===== src/design/lkd_pkg.sv =====
package lkd_pkg;

    localparam int NUM_KEYS           = 14;
    localparam int WINDOW             = 11;
    localparam int LINE_LIMIT_DEFAULT = 100;
    localparam int LED_W              = 3;

    localparam logic [7:0] CHAR_CR    = 8'h0D;
    localparam logic [7:0] CHAR_LF    = 8'h0A;
    localparam logic [7:0] PRINT_LO   = 8'h20;
    localparam logic [7:0] PRINT_HI   = 8'h7E;

    // Keyword indexes, in the bit order of keyword_hits.
    localparam int KEY_FAIL     = 0;
    localparam int KEY_NO_AP    = 1;
    localparam int KEY_STATUS5  = 2;
    localparam int KEY_GOT_IP   = 3;
    localparam int KEY_CWJAP    = 4;
    localparam int KEY_CLOSED   = 5;
    localparam int KEY_STATUS3  = 6;
    localparam int KEY_STATUS2  = 7;
    localparam int KEY_STATUS4  = 8;
    localparam int KEY_SEND     = 9;
    localparam int KEY_CMD1     = 10;
    localparam int KEY_CMD2     = 11;
    localparam int KEY_CMD3     = 12;
    localparam int KEY_CMD4     = 13;

    localparam logic [LED_W-1:0] LED_NONE = 3'd0;
    localparam logic [LED_W-1:0] LED_CMD1 = 3'd1;
    localparam logic [LED_W-1:0] LED_CMD2 = 3'd2;
    localparam logic [LED_W-1:0] LED_CMD3 = 3'd3;
    localparam logic [LED_W-1:0] LED_CMD4 = 3'd4;

    typedef logic [WINDOW-1:0][7:0] window_t;
    typedef logic [NUM_KEYS-1:0]    hits_t;
    typedef logic [3:0]             key_len_t;

    typedef struct packed {
        hits_t             keyword_hits;
        logic              wifi_reinit;
        logic              server_connect;
        logic              start_send;
        logic [LED_W-1:0]  led_command;
    } result_t;

    // String literals are right aligned, so byte 0 holds the last character
    // of a keyword and lines up with the newest entry of the window.
    localparam window_t KEY_TEXT [NUM_KEYS] = '{
        window_t'("FAIL"),     window_t'("No AP"),    window_t'("STATUS:5"),
        window_t'("WIFI GOT IP"), window_t'("+CWJAP:"), window_t'("CLOSED"),
        window_t'("STATUS:3"), window_t'("STATUS:2"), window_t'("STATUS:4"),
        window_t'("Send"),     window_t'("Command1"), window_t'("Command2"),
        window_t'("Command3"), window_t'("Command4")
    };

    localparam key_len_t KEY_LEN [NUM_KEYS] = '{
        4'd4, 4'd5, 4'd8, 4'd11, 4'd7, 4'd6, 4'd8, 4'd8, 4'd8, 4'd4,
        4'd8, 4'd8, 4'd8, 4'd8
    };

    function automatic logic key_match(input window_t win, input int unsigned k);
        logic ok;
        ok = 1'b1;
        for (int i = 0; i < WINDOW; i++) begin
            if ((i < int'(KEY_LEN[k])) && (win[i] != KEY_TEXT[k][i])) begin
                ok = 1'b0;
            end
        end
        return ok;
    endfunction

    function automatic result_t make_result(input hits_t h);
        result_t r;
        r.keyword_hits   = h;
        r.wifi_reinit    = h[KEY_FAIL] | h[KEY_NO_AP] | h[KEY_STATUS5] | h[KEY_GOT_IP];
        r.server_connect = h[KEY_CWJAP] | h[KEY_CLOSED] | h[KEY_STATUS2] | h[KEY_STATUS4];
        r.start_send     = h[KEY_STATUS3] | h[KEY_SEND];
        if (h[KEY_CMD4]) begin
            r.led_command = LED_CMD4;
        end else if (h[KEY_CMD3]) begin
            r.led_command = LED_CMD3;
        end else if (h[KEY_CMD2]) begin
            r.led_command = LED_CMD2;
        end else if (h[KEY_CMD1]) begin
            r.led_command = LED_CMD1;
        end else begin
            r.led_command = LED_NONE;
        end
        return r;
    endfunction

endpackage


===== src/design/lkd_in_stage.sv =====
module lkd_in_stage (
    input  logic       clk,
    input  logic       rst_n,
    input  logic       in_valid,
    output logic       in_ready,
    input  logic [7:0] rx_byte,
    input  logic       advance,
    output logic       stage_valid,
    output logic [7:0] stage_byte
);
    logic       valid_reg;
    logic       valid_next;
    logic [7:0] byte_reg;

    assign in_ready    = !valid_reg || advance;
    assign valid_next  = (in_valid && in_ready) || (valid_reg && !advance);
    assign stage_valid = valid_reg;
    assign stage_byte  = byte_reg;

    always_ff @(posedge clk or negedge rst_n)
    begin
        if (!rst_n)
        begin
            valid_reg <= 1'b0;
        end
        else
        begin
            valid_reg <= valid_next;
        end
    end

    always_ff @(posedge clk)
    begin
        if (in_valid && in_ready)
        begin
            byte_reg <= rx_byte;
        end
    end

endmodule


===== src/design/lkd_line_tracker.sv =====
module lkd_line_tracker #(
    parameter int LINE_LIMIT = lkd_pkg::LINE_LIMIT_DEFAULT
) (
    input  logic            clk,
    input  logic            rst_n,
    input  logic [7:0]      stage_byte,
    input  logic            stage_valid,
    input  logic            advance,
    output logic            emit,
    output lkd_pkg::result_t result
);
    import lkd_pkg::*;

    localparam int CNT_W = $clog2(LINE_LIMIT + 1);
    localparam logic [CNT_W-1:0] LIMIT = CNT_W'(LINE_LIMIT);

    window_t          window_reg;
    window_t          window_next;
    window_t          shifted;
    logic [CNT_W-1:0] count_reg;
    logic [CNT_W-1:0] count_next;
    hits_t            hits_reg;
    hits_t            hits_next;
    hits_t            new_hits;
    logic             line_full;
    logic             is_term;
    logic             is_print;

    assign line_full = (count_reg >= LIMIT);
    assign is_term   = (stage_byte == CHAR_CR) || (stage_byte == CHAR_LF);
    assign is_print  = (stage_byte >= PRINT_LO) && (stage_byte <= PRINT_HI);
    assign emit      = stage_valid && !line_full && is_term;
    assign result    = make_result(hits_reg);
    assign shifted   = {window_reg[WINDOW-2:0], stage_byte};

    always_comb
    begin
        for (int k = 0; k < NUM_KEYS; k++)
        begin
            new_hits[k] = key_match(shifted, k);
        end
    end

    always_comb
    begin
        window_next = window_reg;
        count_next  = count_reg;
        hits_next   = hits_reg;
        if (line_full || is_term)
        begin
            // A full line is dropped without a result; a terminator ends it.
            window_next = '0;
            count_next  = '0;
            hits_next   = '0;
        end
        else if (is_print)
        begin
            window_next = shifted;
            count_next  = count_reg + 1'b1;
            hits_next   = hits_reg | new_hits;
        end
    end

    always_ff @(posedge clk or negedge rst_n)
    begin
        if (!rst_n)
        begin
            window_reg <= '0;
            count_reg  <= '0;
            hits_reg   <= '0;
        end
        else if (advance)
        begin
            window_reg <= window_next;
            count_reg  <= count_next;
            hits_reg   <= hits_next;
        end
    end

endmodule


===== src/design/lkd_out_reg.sv =====
module lkd_out_reg (
    input  logic             clk,
    input  logic             rst_n,
    input  logic             load,
    input  lkd_pkg::result_t load_data,
    output logic             slot_free,
    output logic             out_valid,
    input  logic             out_ready,
    output lkd_pkg::result_t out_data
);
    import lkd_pkg::*;

    logic    valid_reg;
    logic    valid_next;
    result_t data_reg;

    assign slot_free  = !valid_reg || out_ready;
    assign valid_next = load || (valid_reg && !out_ready);
    assign out_valid  = valid_reg;
    assign out_data   = data_reg;

    always_ff @(posedge clk or negedge rst_n)
    begin
        if (!rst_n)
        begin
            valid_reg <= 1'b0;
        end
        else
        begin
            valid_reg <= valid_next;
        end
    end

    always_ff @(posedge clk)
    begin
        if (load)
        begin
            data_reg <= load_data;
        end
    end

endmodule


===== src/design/line_keyword_detector_top.sv =====
// Line keyword detector. Takes one received serial byte per transaction and
// assembles printable bytes into a line of at most LINE_LIMIT characters,
// flagging 14 fixed keywords seen in the line through parallel compares on
// an 11-character history. CR or LF yields one result transaction with the
// keyword flags and the derived actions, then starts a new line; a byte that
// arrives at a full line discards the line with no result. Each byte waits
// in the input register, and the line state and result register update as
// it leaves, so a byte is accepted every cycle and a terminator reaches the
// output through the input register and then the result register; only a
// stalled result that meets a new terminator holds the input side.
module line_keyword_detector_top #(
    parameter int LINE_LIMIT = lkd_pkg::LINE_LIMIT_DEFAULT
) (
    input  logic                      clk,
    input  logic                      rst_n,
    input  logic                      in_valid,
    output logic                      in_ready,
    input  logic [7:0]                rx_byte,
    output logic                      out_valid,
    input  logic                      out_ready,
    output logic [lkd_pkg::NUM_KEYS-1:0] keyword_hits,
    output logic                      wifi_reinit,
    output logic                      server_connect,
    output logic                      start_send,
    output logic [lkd_pkg::LED_W-1:0] led_command
);
    import lkd_pkg::*;

    logic       stage_valid;
    logic [7:0] stage_byte;
    logic       advance;
    logic       emit;
    logic       slot_free;
    result_t    line_result;
    result_t    out_data;

    assign advance = stage_valid && (!emit || slot_free);

    lkd_in_stage u_in_stage (
        .clk         (clk),
        .rst_n       (rst_n),
        .in_valid    (in_valid),
        .in_ready    (in_ready),
        .rx_byte     (rx_byte),
        .advance     (advance),
        .stage_valid (stage_valid),
        .stage_byte  (stage_byte)
    );

    lkd_line_tracker #(
        .LINE_LIMIT (LINE_LIMIT)
    ) u_tracker (
        .clk         (clk),
        .rst_n       (rst_n),
        .stage_byte  (stage_byte),
        .stage_valid (stage_valid),
        .advance     (advance),
        .emit        (emit),
        .result      (line_result)
    );

    lkd_out_reg u_out_reg (
        .clk       (clk),
        .rst_n     (rst_n),
        .load      (emit && advance),
        .load_data (line_result),
        .slot_free (slot_free),
        .out_valid (out_valid),
        .out_ready (out_ready),
        .out_data  (out_data)
    );

    assign keyword_hits   = out_data.keyword_hits;
    assign wifi_reinit    = out_data.wifi_reinit;
    assign server_connect = out_data.server_connect;
    assign start_send     = out_data.start_send;
    assign led_command    = out_data.led_command;

endmodule


===== config.mk =====
export PLATFORM = sky130hd
export DESIGN_NAME = line_keyword_detector_top
export DESIGN_NICKNAME = d
export VERILOG_FILES = /design/src/design/lkd_pkg.sv /design/src/design/lkd_in_stage.sv /design/src/design/lkd_line_tracker.sv /design/src/design/lkd_out_reg.sv /design/src/design/line_keyword_detector_top.sv
export SDC_FILE = /design/constraint.sdc
export NUM_CORES = 1
export LEC_CHECK = 0
export ABC_AREA = 1
export BUFFER_PORTS_ARGS = -buffer_cell sky130_fd_sc_hd__buf_4
export CAP_MARGIN = 20
export CORE_MARGIN = 1.5
export CORE_UTILIZATION = 55
export DETAILED_ROUTE_END_ITERATION = 10
export PLACE_DENSITY = 0.72
export SLEW_MARGIN = 5
export SYNTH_ARGS = -nofsm -noshare
export SYNTH_HDL_FRONTEND = slang
export SYNTH_SLANG_ARGS = --single-unit

===== constraint.sdc =====
create_clock -name clk -period 3.61 [get_ports clk]
set_input_delay 0.722 -clock clk [delete_from_list [all_inputs] [get_ports clk]]
set_output_delay 0.722 -clock clk [all_outputs]
set_load 0.01 [all_outputs]

==> results_tabular.tex, run 1 <==
\begin{tabular}{lr}
\hline
Metric & Value \\
\hline
\multicolumn{2}{l}{\textbf{Logic synthesis}} \\
\quad Multiplexer fraction of the synthesized cell area & 0\% \\
\quad Post-synthesis average cell area & 8.97 µm² \\
\quad Share of the synthesized area in the top cell type & 39.4\% \\
\quad Cells after Synth & 730 \\
\quad Xor and xnor area share after synthesis & 0\% \\
\quad Adder-Cell Fraction of Synth Area & 0.382\% \\
\quad Number of synthesis warnings & 0 \\
\quad Commonest cells in the synthesized netlist & 131 x sky130\_fd\_sc\_hd\_\_inv\_1, 123 x sky130\_fd\_sc\_hd\_\_nand2\_1, 123 x sky130\_fd\_sc\_hd\_\_nor2\_1 \\
\quad Combinational family with the most area after synthesis & simple AND/OR/NAND/NOR gates \\
\quad Post-synthesis cell type with the largest combined area & sky130\_fd\_sc\_hd\_\_dfrtp\_1 \\
\quad Largest cells by area after synthesis & sky130\_fd\_sc\_hd\_\_dfrtp\_1 39\%, sky130\_fd\_sc\_hd\_\_edfxtp\_1 13\%, sky130\_fd\_sc\_hd\_\_o22ai\_2 12\% \\
\quad Count of flip-flops with a built-in enable after synthesis & 28 \\
\quad Complex-gate fraction of the synthesized area & 15.3\% \\
\quad Dominant cell by count in the synthesized netlist & sky130\_fd\_sc\_hd\_\_inv\_1 \\
\quad Share of the yosys chip area belonging to registers & 52.2\% \\
\quad Total of flip-flops plus latches after synthesis & 131 \\
\quad Number of nets in the synthesized netlist & 744 \\
\quad Cell Area, Synth & 6550 µm² \\
\quad Flip-flop cell with the highest count after synthesis & sky130\_fd\_sc\_hd\_\_dfrtp\_1 \\
\quad Post-synthesis cell type count & 27 \\
\quad Async set-reset flop share out of synthesis & 78.6\% \\
\quad Simple logic cell fraction of the synthesized area & 22.6\% \\
\multicolumn{2}{l}{\textbf{Placed design}} \\
\quad Gpl congestion & 0.919 \\
\quad Placed wire-length estimate & 10600 µm \\
\quad Number of port buffers & 33 \\
\quad Dpl cell area & 6920 µm² \\
\multicolumn{2}{l}{\textbf{Clocking}} \\
\quad Latest clock arrival within the worst-skew pair & 0.42 ns \\
\quad Number of H-tree branching levels & 4 \\
\quad Post-CTS setup buffer count & 0 \\
\quad Count of clock tree sinks & 131 \\
\quad Clk pin slew, worst setup/hold paths & 0.06 ns \\
\quad Maximum number of buffers from clock root to sink & 2 \\
\quad Hold buffer count at cts & 0 \\
\quad Root buf cell & sky130\_fd\_sc\_hd\_\_clkbuf\_16 \\
\quad Number of buffers inserted during clock tree synthesis & 17 \\
\quad Resized Gates After CTS & 0 \\
\quad CTS tree & built \\
\multicolumn{2}{l}{\textbf{Worst setup path}} \\
\quad WP data required & 3.88 ns \\
\quad Worst path top cell family by delay & simple AND/OR/NAND/NOR gates \\
\quad Capturing element type of the critical path & register \\
\quad Crit path to & u\_tracker.hits\_reg[2] \\
\quad Worst-path fanout max & 13 \\
\quad Register-to-register path setup slack & 1.11 ns \\
\quad Crit path from & u\_in\_stage.stage\_byte[1] \\
\quad Critical path class & register to register \\
\quad Combined buffer and inverter count along the critical path & 2 \\
\quad Worst reg2reg startpoint & u\_in\_stage.stage\_byte[1] \\
\quad Logic depth of the worst path, buffers included & 10 \\
\quad Cell-by-cell trace of the critical path & inv\_1 > nor2\_1 > nand2\_1 > nand2\_1 > nand2\_2 > inv\_2 > nand3\_1 > nand3\_1 > nor2\_1 > nor2\_1 \\
\quad CP max stage delay & 0.71 ns \\
\quad Slowest cell on crit path & sky130\_fd\_sc\_hd\_\_nor2\_1 \\
\quad Cell repeated most along the worst path & sky130\_fd\_sc\_hd\_\_nor2\_1 \\
\quad Worst r2r dst & u\_tracker.hits\_reg[2] \\
\quad R2r worst-path depth & 10 \\
\quad Arrival time of data at the critical path endpoint & 2.77 ns \\
\quad Critical path startpoint category & register \\
\multicolumn{2}{l}{\textbf{Timing}} \\
\quad RSZ-0062 raised after global routing & false \\
\quad Portion of the clock cycle consumed by the worst path in the final layout & 69.2\% \\
\quad Final critical path time including I/O delays and setup & 2.50 ns \\
\quad Slew at the pin closest to its max-slew limit & 0.789 ns \\
\quad Hold violation count in the final report & 0 \\
\quad Fin. max-slew vios & 0 \\
\quad Highest achievable clock rate & 400 MHz \\
\quad Remaining max-slew budget at the tightest pin & 47.4\% \\
\quad Total setup violations reported at the end of the flow & 0 \\
\quad Worst hold-check slack & 0.361 ns \\
\quad Clock Skews & 0.00780 ns \\
\quad Sum of negative setup slack & 0 ns \\
\multicolumn{2}{l}{\textbf{Routing}} \\
\quad DRT antenna net count & 0 \\
\quad Remaining design rule violation count & 7 \\
\quad Via-to-Cell Ratio & 5.56 \\
\quad Total wire length & 14800 µm \\
\quad Wirelength per Cell & 16.0 µm \\
\quad Number of design-rule violations left by the first detailed-router iteration & 453 \\
\quad First drt pass iteration count & 9 \\
\quad Routed vias & 5139 \\
\multicolumn{2}{l}{\textbf{Global route}} \\
\quad Maximum number of pins on one net before global-route repair & 104 \\
\quad Total Routing Usage GR & 25.2\% \\
\quad Number of antenna violations at the first check in global routing & 0 \\
\quad Global-route wire length before repair & 24400 µm \\
\quad Vias in the first global route & 4996 \\
\quad Total global routing overflow & 0 \\
\multicolumn{2}{l}{\textbf{Status}} \\
\quad Outcome & complete, but fails checks \\
\quad Failing checks & design-rule violations \\
\multicolumn{2}{l}{\textbf{Cells and area}} \\
\quad Layout overhead on the synthesized area & 13.9\% \\
\quad Number of antenna cells inserted & 0 \\
\quad Final net count & 782 \\
\quad Post-Route Utilization & 64.8\% \\
\quad Final design area excluding fillers & 7460 µm² \\
\quad Area occupied by multi-input gates & 2510 µm² \\
\quad Flip-flop count of the largest register, all copies and words added & 80 \\
\quad Fraction of final layout cells with drive strength greater than 1 & 18.2\% \\
\quad Filler Cell Count & 950 \\
\quad Flip-flop and latch area & 3420 µm² \\
\multicolumn{2}{l}{\textbf{Floorplan}} \\
\quad Number of cell rows & 39 \\
\quad Die height & 112 µm \\
\quad Starting density of the core & 56.9\% \\
\quad Io pins & 34 \\
\quad Die outline area & 12600 µm² \\
\quad Core Box Area & 11500 µm² \\
\quad Width of the chip & 112 µm \\
\multicolumn{2}{l}{\textbf{Pwr}} \\
\quad Overall power & 4.52 mW \\
\quad Total power divided by cell area & 606 nW/µm² \\
\quad Cell leakage power & 3.27 nW \\
\quad Peak supply drop & 415 µV \\
\multicolumn{2}{l}{\textbf{Flow run}} \\
\quad Max\_cap viols & 0 \\
\multicolumn{2}{l}{\textbf{Min path}} \\
\quad Path type of the worst min-delay path & primary input to async pin \\
\hline
\end{tabular}
==> cell families after synthesis <==
kind of cell / Yosys count
flops: 131
fa+ha+maj: 2
simple gates: 344
buf+inv: 152
compound gates: 101
==> worst min-delay path by stage <==
stage	start	to	cells after the start
after floorplan	u_tracker.hits_reg[4]	u_out_reg.out_data[10]	0
after global placement	u_tracker.hits_reg[6]	u_out_reg.out_data[12]	0
after detailed placement	u_tracker.hits_reg[11]	u_out_reg.out_data[17]	0
after CTS	rst_n	u_tracker.shifted[44]	2
after global routing	rst_n	u_tracker.shifted[42]	2
final	rst_n	u_tracker.shifted[42]	2
==> cells in the final DEF (no fill, tap or decap), drive strengths merged <==
cell and count:
a21oi 17, and2 1, buf 39, bufinv 1, clkbuf 17, clkinv 9, clkinvlp 3, dfrtp 103
edfxtp 28, ha 2, inv 134, nand2 126, nand3 46, nand3b 1, nand4 19, nor2 125
nor3 25, o21ai 10, o22ai 74, or2 1
==> final cells by class <==
cell class                 count  share of cell area (%)
tap                          143                    2.40
inverter                     132                    6.64
multi-input combinational    447                    33.6
clock buffer                  17                    5.70
timing repair buffer          39                    4.26
clock inverter                15                    1.56
sequential                   131                    45.8
==> metal layers <==
| metal | vias to the layer above | share of wire [%] | global-route usage, % |
|---|---|---|---|
| met2 | 184 | 46 | 39.4 |
| met3 | 41 | 6.4 | 7.51 |
| met1 | 2460 | 44 | 33.2 |
| met5 | - | 0 | 0 |
| li1 | 2454 | - | - |
| met4 | 0 | 2.9 | 10.5 |
==> where the power goes <==
group          leakage, nW  internal, mW  switching, mW  total [mW]
Combinational         1.44         0.362          0.621       0.983
Sequential            1.57          1.78          0.188        1.97
Clock                0.264         0.935          0.633        1.57
Total                 3.27          3.08           1.44        4.52
==> through the flow <==
step / setup WS [ns] / std cells
floorplan: 1.41 / 730
global placement: 1.12 / 892
detailed placement: 1.04 / 892
CTS: 1.11 / 924
global route: 0.919 / 924
finish: 1.11 / 924
Note: power is estimated with default switching activity, not from simulation.
==> run 2, diff against run 1 <==
Settings changed: PLACE_DENSITY 0.72 to 0.75.
Clock period 3.61 ns to 2.1 ns, I/O delays scaled along.
==> run 2 against run 1 <==
Effect of this change:
- the flow still finishes with violations (design-rule violations)
- count of clock-buffer cells in the layout grew 5
- core utilization is 2.4 points higher
- routed wire length grew 0.92%
- sequential power grew 72%
- critical path depth decreased by 2
- total power rose by 77%
- die area unchanged
- critical path type is now register to output port
- largest power group unchanged
==> results_tabular.tex, run 2 (synthesized netlist as in run 1, its figures left out) <==
\begin{tabular}{lr}
\hline
Metric & Value \\
\hline
\multicolumn{2}{l}{\textbf{Status}} \\
\quad Outcome & complete, but fails checks \\
\quad Failing checks & design-rule violations \\
\multicolumn{2}{l}{\textbf{Cells and area}} \\
\quad Flip-flop and latch area & 3420 µm² \\
\quad Fraction of final layout cells with drive strength greater than 1 & 20.4\% \\
\quad Leading cell types in the layout, fill and taps excluded & 131 x sky130\_fd\_sc\_hd\_\_inv\_1, 123 x sky130\_fd\_sc\_hd\_\_nand2\_1, 118 x sky130\_fd\_sc\_hd\_\_nor2\_1 \\
\quad Layout overhead on the synthesized area & 18.1\% \\
\quad Number of antenna cells inserted & 0 \\
\quad Flip-flop count of the largest register, all copies and words added & 80 \\
\quad Final net count & 795 \\
\quad Most common library cell in the layout ignoring fill and taps & sky130\_fd\_sc\_hd\_\_inv\_1 \\
\quad Non-filler instance count after layout & 937 \\
\quad Area occupied by multi-input gates & 2520 µm² \\
\quad Filler Cell Count & 896 \\
\multicolumn{2}{l}{\textbf{Floorplan}} \\
\quad Core Box Area & 11500 µm² \\
\quad Die outline area & 12600 µm² \\
\quad Number of cell rows & 39 \\
\quad Starting density of the core & 56.9\% \\
\quad Die height & 112 µm \\
\quad Io pins & 34 \\
\quad Width of the chip & 112 µm \\
\multicolumn{2}{l}{\textbf{Worst setup path}} \\
\quad Capturing element type of the critical path & output port \\
\quad Cell-by-cell trace of the critical path & inv\_1 > nor2\_2 > nand2\_1 > nand2\_1 > nand2\_2 > inv\_4 > nand3\_2 > buf\_4 \\
\quad Critical path class & register to output port \\
\quad Worst-path fanout max & 4 \\
\quad Arrival time of data at the critical path endpoint & 1.65 ns \\
\quad Cell repeated most along the worst path & sky130\_fd\_sc\_hd\_\_nand2\_1 \\
\quad Critical path startpoint category & register \\
\quad WP data required & 1.68 ns \\
\quad R2r worst-path depth & 12 \\
\quad CP max stage delay & 0.38 ns \\
\quad Slowest cell on crit path & sky130\_fd\_sc\_hd\_\_edfxtp\_1 \\
\multicolumn{2}{l}{\textbf{Clocking}} \\
\quad Maximum number of buffers from clock root to sink & 2 \\
\quad Number of H-tree branching levels & 4 \\
\quad Clk pin slew, worst setup/hold paths & 0.06 ns \\
\quad Latest clock arrival within the worst-skew pair & 0.42 ns \\
\quad Root buf cell & sky130\_fd\_sc\_hd\_\_clkbuf\_16 \\
\quad Hold buffer count at cts & 0 \\
\quad Count of clock tree sinks & 131 \\
\quad Number of buffers inserted during clock tree synthesis & 17 \\
\quad CTS tree & built \\
\multicolumn{2}{l}{\textbf{Placed design}} \\
\quad Gpl congestion & 0.929 \\
\quad Number of placed instances, taps included & 897 \\
\quad Placement-stage worst setup slack & 0.150 ns \\
\quad Number of port buffers & 33 \\
\quad Placed wire-length estimate & 10300 µm \\
\multicolumn{2}{l}{\textbf{Timing}} \\
\quad RSZ-0062 raised after global routing & true \\
\quad Fin. max-slew vios & 0 \\
\quad Clock Skews & 0.00964 ns \\
\quad Remaining max-slew budget at the tightest pin & 63.2\% \\
\quad Slew at the pin closest to its max-slew limit & 0.552 ns \\
\quad Highest achievable clock rate & 484 MHz \\
\quad Worst hold-check slack & 0.0393 ns \\
\quad Portion of the clock cycle consumed by the worst path in the final layout & 98.4\% \\
\quad Hold violation count in the final report & 0 \\
\quad Total setup violations reported at the end of the flow & 0 \\
\quad Worst Setup Slack, final & 0.0338 ns \\
\quad Final critical path time including I/O delays and setup & 2.07 ns \\
\multicolumn{2}{l}{\textbf{Routing}} \\
\quad First drt pass iteration count & 8 \\
\quad Via-to-Cell Ratio & 5.55 \\
\quad Routed vias & 5201 \\
\quad Total wire length & 15000 µm \\
\quad Remaining design rule violation count & 2 \\
\quad DRT antenna net count & 0 \\
\quad Wirelength per Cell & 16.0 µm \\
\quad Number of design-rule violations left by the first detailed-router iteration & 569 \\
\multicolumn{2}{l}{\textbf{Global route}} \\
\quad Total global routing overflow & 0 \\
\quad Number of antenna violations at the first check in global routing & 0 \\
\quad Total Routing Usage GR & 25.4\% \\
\quad Maximum number of pins on one net before global-route repair & 104 \\
\quad Vias in the first global route & 5137 \\
\quad Global-route wire length before repair & 24800 µm \\
\multicolumn{2}{l}{\textbf{Pwr}} \\
\quad Portion of total power attributed to the clock network & 36.3\% \\
\quad Peak supply drop & 735 µV \\
\quad Total power divided by cell area & 1040 nW/µm² \\
\quad Cell leakage power & 3.39 nW \\
\quad Net switching component of the power & 2.52 mW \\
\quad Cell internal power dissipation & 5.50 mW \\
\quad Relative contribution of combinational cells to total power & 21.6\% \\
\quad Sequential power share & 42.1\% \\
\quad Switching Fraction & 31.5\% \\
\multicolumn{2}{l}{\textbf{Min path}} \\
\quad Path type of the worst min-delay path & primary input to async pin \\
\multicolumn{2}{l}{\textbf{Flow run}} \\
\quad Max\_cap viols & 0 \\
\hline
\end{tabular}
-- run 2: final timing paths --
check / from / to / slack (ns)
worst min-delay path: rst_n / u_tracker.shifted[80] / 0.04
max in group asynchronous: rst_n / u_tracker.shifted[25] / 1.62
worst max register to register: u_in_stage.stage_byte[0] / u_tracker.shifted[71] / 0.07
worst max-delay path: u_in_stage.stage_byte[1] / in_ready / 0.03
worst min register to register: u_tracker.hits_reg[4] / u_out_reg.out_data[10] / 0.45
min in group clk: rx_byte[2] / u_in_stage.stage_byte[2] / 0.17
-- run 2: area by class of cell --
cell class | instances | share of cell area (%)
Sequential cell | 131 | 44.2
Multi-Input combinational cell | 447 | 32.6
Clock buffer | 22 | 6.70
Timing Repair Buffer | 52 | 6.66
Inverter | 132 | 6.44
Tap cell | 143 | 2.31
Clock inverter | 10 | 1.08
-- run 2: power by group through the flow --
stage               clock [mW]  combinational, mW  sequential [mW]
floorplan                    0               1.31             3.33
global placement             0               1.64             3.38
detailed placement           0               1.68             3.41
CTS                       2.96               1.71             3.37
global route              3.07               1.92             3.43
finish                    2.91               1.73             3.38
-- run 2: metrics by stage --
step	utilization [%]	instance area, µm²	TNS, ns	power [mW]
2_1_floorplan	-	6550	0	4.64
3_3_place_gp	61.1	7030	0	5.02
3_5_place_dp	61.1	7030	0	5.09
4_1_cts	66.7	7680	0	8.04
5_1_grt	67.2	7740	-1.41	8.42
6_report	67.2	7740	0	8.02
-- run 2: layer usage --
layer / vias to the layer above / part of all wire, % / global-route usage [%]
li1: 2483 / - / -
met1: 2473 / 43 / 33.1
met2: 211 / 48 / 40.7
met3: 34 / 6.9 / 7.56
met4: 0 / 2.5 / 9.45
met5: - / 0 / 0
-- run 2: repair_timing --
item | in CTS | in global routing
gates cloned | 0 | 1
setup buffers | 5 | 2
endpoints found under the setup margin | 1 | 12
endpoints found under the hold margin | 0 | 0
resized for setup | 3 | 4
-- run 2: worst max-delay path: cells and delay by family, from the launching register on --
kind	cells	cell delay, ns
AND/OR/NAND/NOR	5	0.47
flip-flops	1	0.38
buffers and inverters	3	0.37
==> run 3, diff against run 2 <==
Settings changed: BUFFER_PORTS_ARGS -buffer_cell sky130_fd_sc_hd__buf_4 to default, DONT_BUFFER_PORTS from default to 1, PLACE_DENSITY 0.75 to 0.72, REMOVE_ABC_BUFFERS from default to 1.
==> run 3 against run 2 <==
Effect of this change:
- clock power grew 8.2%
- highest routed layer unchanged
- count of clock-buffer cells in the layout shrank 2
- design area shrank 3.3%
- global-route usage shrank 0.62 points
- the run ends with design-rule violations, negative hold slack left
- clock skew shrank 0.0017 ns
- die area is the same
- non-clock buffer count shrank 33
- worst hold slack lost 0.34 ns
- routed wire length shrank 0.27%
- via count shrank 3.6%
- sequential power is essentially flat
==> results_tabular.tex, run 3 (synthesized netlist as in run 1, its figures left out) <==
\begin{tabular}{lr}
\hline
Metric & Value \\
\hline
\multicolumn{2}{l}{\textbf{Status}} \\
\quad Outcome & complete, but fails checks \\
\quad Failing checks & design-rule violations, negative hold slack \\
\multicolumn{2}{l}{\textbf{Cells and area}} \\
\quad Filler Cell Count & 969 \\
\quad Number of antenna cells inserted & 0 \\
\quad Flip-flop and latch area & 3420 µm² \\
\quad Post-Route Utilization & 65.0\% \\
\quad Final net count & 762 \\
\quad Area occupied by multi-input gates & 2530 µm² \\
\quad Leading cell types in the layout, fill and taps excluded & 129 x sky130\_fd\_sc\_hd\_\_inv\_1, 122 x sky130\_fd\_sc\_hd\_\_nand2\_1, 118 x sky130\_fd\_sc\_hd\_\_nor2\_1 \\
\quad Layout overhead on the synthesized area & 14.3\% \\
\quad Fraction of final layout cells with drive strength greater than 1 & 16.8\% \\
\quad Most common library cell in the layout ignoring fill and taps & sky130\_fd\_sc\_hd\_\_inv\_1 \\
\quad Flip-flop count of the largest register, all copies and words added & 80 \\
\multicolumn{2}{l}{\textbf{Timing}} \\
\quad Total setup violations reported at the end of the flow & 0 \\
\quad Highest achievable clock rate & 490 MHz \\
\quad RSZ-0062 raised after global routing & true \\
\quad Final critical path time including I/O delays and setup & 2.04 ns \\
\quad Worst hold-check slack & -0.303 ns \\
\quad Hold violation count in the final report & 103 \\
\quad Fin. max-slew vios & 0 \\
\quad Clock Skews & 0.00795 ns \\
\quad Portion of the clock cycle consumed by the worst path in the final layout & 97.2\% \\
\quad Remaining max-slew budget at the tightest pin & 69.6\% \\
\quad Slew at the pin closest to its max-slew limit & 0.455 ns \\
\multicolumn{2}{l}{\textbf{Global route}} \\
\quad Number of antenna violations at the first check in global routing & 0 \\
\quad Vias in the first global route & 4974 \\
\quad Maximum number of pins on one net before global-route repair & 104 \\
\quad Total global routing overflow & 0 \\
\quad Total Routing Usage GR & 24.8\% \\
\quad Global-route wire length before repair & 24200 µm \\
\multicolumn{2}{l}{\textbf{Floorplan}} \\
\quad Io pins & 34 \\
\quad Die height & 112 µm \\
\quad Starting density of the core & 56.9\% \\
\quad Number of cell rows & 39 \\
\quad Core Box Area & 11500 µm² \\
\quad Width of the chip & 112 µm \\
\quad Die outline area & 12600 µm² \\
\multicolumn{2}{l}{\textbf{Worst setup path}} \\
\quad Cell-by-cell trace of the critical path & buf\_4 > buf\_4 > nand2\_1 > nor2\_1 > nand2\_1 > nand2\_1 > nand3\_1 > nand2\_2 > nor2\_8 > nand2\_4 > buf\_12 > o22ai\_1 \\
\quad Arrival time of data at the critical path endpoint & 2.37 ns \\
\quad Critical path startpoint category & register \\
\quad Worst-path fanout max & 28 \\
\quad Slowest cell on crit path & sky130\_fd\_sc\_hd\_\_edfxtp\_1 \\
\quad WP data required & 2.43 ns \\
\quad CP max stage delay & 0.45 ns \\
\quad Capturing element type of the critical path & register \\
\quad Critical path class & register to register \\
\quad Cell repeated most along the worst path & sky130\_fd\_sc\_hd\_\_nand2\_1 \\
\multicolumn{2}{l}{\textbf{Routing}} \\
\quad Routed vias & 5015 \\
\quad Remaining design rule violation count & 4 \\
\quad Number of design-rule violations left by the first detailed-router iteration & 402 \\
\quad Wirelength per Cell & 16.5 µm \\
\quad Via-to-Cell Ratio & 5.55 \\
\quad Total wire length & 14900 µm \\
\quad DRT antenna net count & 0 \\
\quad First drt pass iteration count & 8 \\
\multicolumn{2}{l}{\textbf{Clocking}} \\
\quad CTS tree & built \\
\quad Clk pin slew, worst setup/hold paths & 0.05 ns \\
\quad Count of clock tree sinks & 131 \\
\quad Maximum number of buffers from clock root to sink & 2 \\
\quad Number of buffers inserted during clock tree synthesis & 17 \\
\quad Number of H-tree branching levels & 4 \\
\quad Latest clock arrival within the worst-skew pair & 0.42 ns \\
\quad Root buf cell & sky130\_fd\_sc\_hd\_\_clkbuf\_16 \\
\multicolumn{2}{l}{\textbf{Pwr}} \\
\quad Peak supply drop & 613 µV \\
\quad Total power divided by cell area & 1100 nW/µm² \\
\quad Switching Fraction & 29.4\% \\
\quad Sequential power share & 41.0\% \\
\quad Cell leakage power & 3.24 nW \\
\quad Portion of total power attributed to the clock network & 38.3\% \\
\quad Net switching component of the power & 2.42 mW \\
\quad Relative contribution of combinational cells to total power & 20.6\% \\
\quad Cell internal power dissipation & 5.80 mW \\
\multicolumn{2}{l}{\textbf{Flow run}} \\
\quad Max\_cap viols & 0 \\
\multicolumn{2}{l}{\textbf{Placed design}} \\
\quad Number of port buffers & 0 \\
\quad Placed wire-length estimate & 10100 µm \\
\quad Gpl congestion & 0.944 \\
\multicolumn{2}{l}{\textbf{Min path}} \\
\quad Path type of the worst min-delay path & primary input to async pin \\
\hline
\end{tabular}
run 3: final timing paths:
path	startpoint	to	slack (ns)	cells after the start
setup / recovery	u_in_stage.stage_byte[0]	u_tracker.shifted[78]	0.06	12
hold / removal	rst_n	u_tracker.shifted[48]	-0.30	0
setup reg to reg	u_in_stage.stage_byte[0]	u_tracker.shifted[78]	0.06	12
hold reg to reg	u_tracker.hits_reg[6]	u_out_reg.out_data[12]	0.44	0
max in group asynchronous	rst_n	u_tracker.shifted[13]	2.25	0
min in group clk	rx_byte[1]	u_in_stage.stage_byte[1]	0.09	0
run 3: metal layers:
layer	track usage, %	share of wire (%)	routed length [µm]
met5	0	0	0
met4	11.0	2.5	376
met3	5.45	4.5	664
met2	40.3	48	7230
met1	32.3	45	6650
run 3: final cells by class:
cell class / instances / share of cell area, %
Clock buffer: 20 / 5.84
Sequential cell: 131 / 45.7
Clock inverter: 12 / 2.51
Timing Repair Buffer: 19 / 3.08
Multi-Input combinational cell: 447 / 33.9
Tap cell: 143 / 2.39
Inverter: 132 / 6.65
run 3: what timing repair did:
| action | 4_1_cts | 5_1_grt |
|---|---|---|
| setup endpoints to repair | 1 | 11 |
| endpoints found under the hold margin | 103 | 103 |
| buffers inserted | 4 | 4 |
| gates resized for setup | 1 | 12 |
| gates cloned | 0 | 1 |
| pin swaps | 0 | 2 |
run 3: critical path: cells and delay by family (launching register included):
kind	cells	cell delay (ns)
AND/OR/NAND/NOR	8	0.83
buffers and inverters	3	0.49
flip-flops	1	0.45
AO/OA/AOI/OAI	1	0.15
run 3: metrics by stage:
stage / setup TNS (ns) / power, mW / setup WS, ns / cells / instance area [µm²]
after global placement: 0 / 4.96 / 0.271 / 863 / 6740
after CTS: 0 / 8.20 / 0.0116 / 899 / 7390
final: 0 / 8.22 / 0.0590 / 904 / 7480
after floorplan: -95.50 / 4.62 / -1.16 / 710 / 6420
after global routing: -0.500 / 8.60 / -0.0451 / 904 / 7480
after detailed placement: 0 / 5.02 / 0.140 / 863 / 6740
run 3: power groups by stage:
stage | logic [mW] | clock network [mW] | registers (mW)
after global placement | 1.57 | 0 | 3.39
after CTS | 1.65 | 3.19 | 3.37
after floorplan | 1.29 | 0 | 3.33
final | 1.70 | 3.15 | 3.37
after detailed placement | 1.61 | 0 | 3.41
after global routing | 1.88 | 3.30 | 3.42
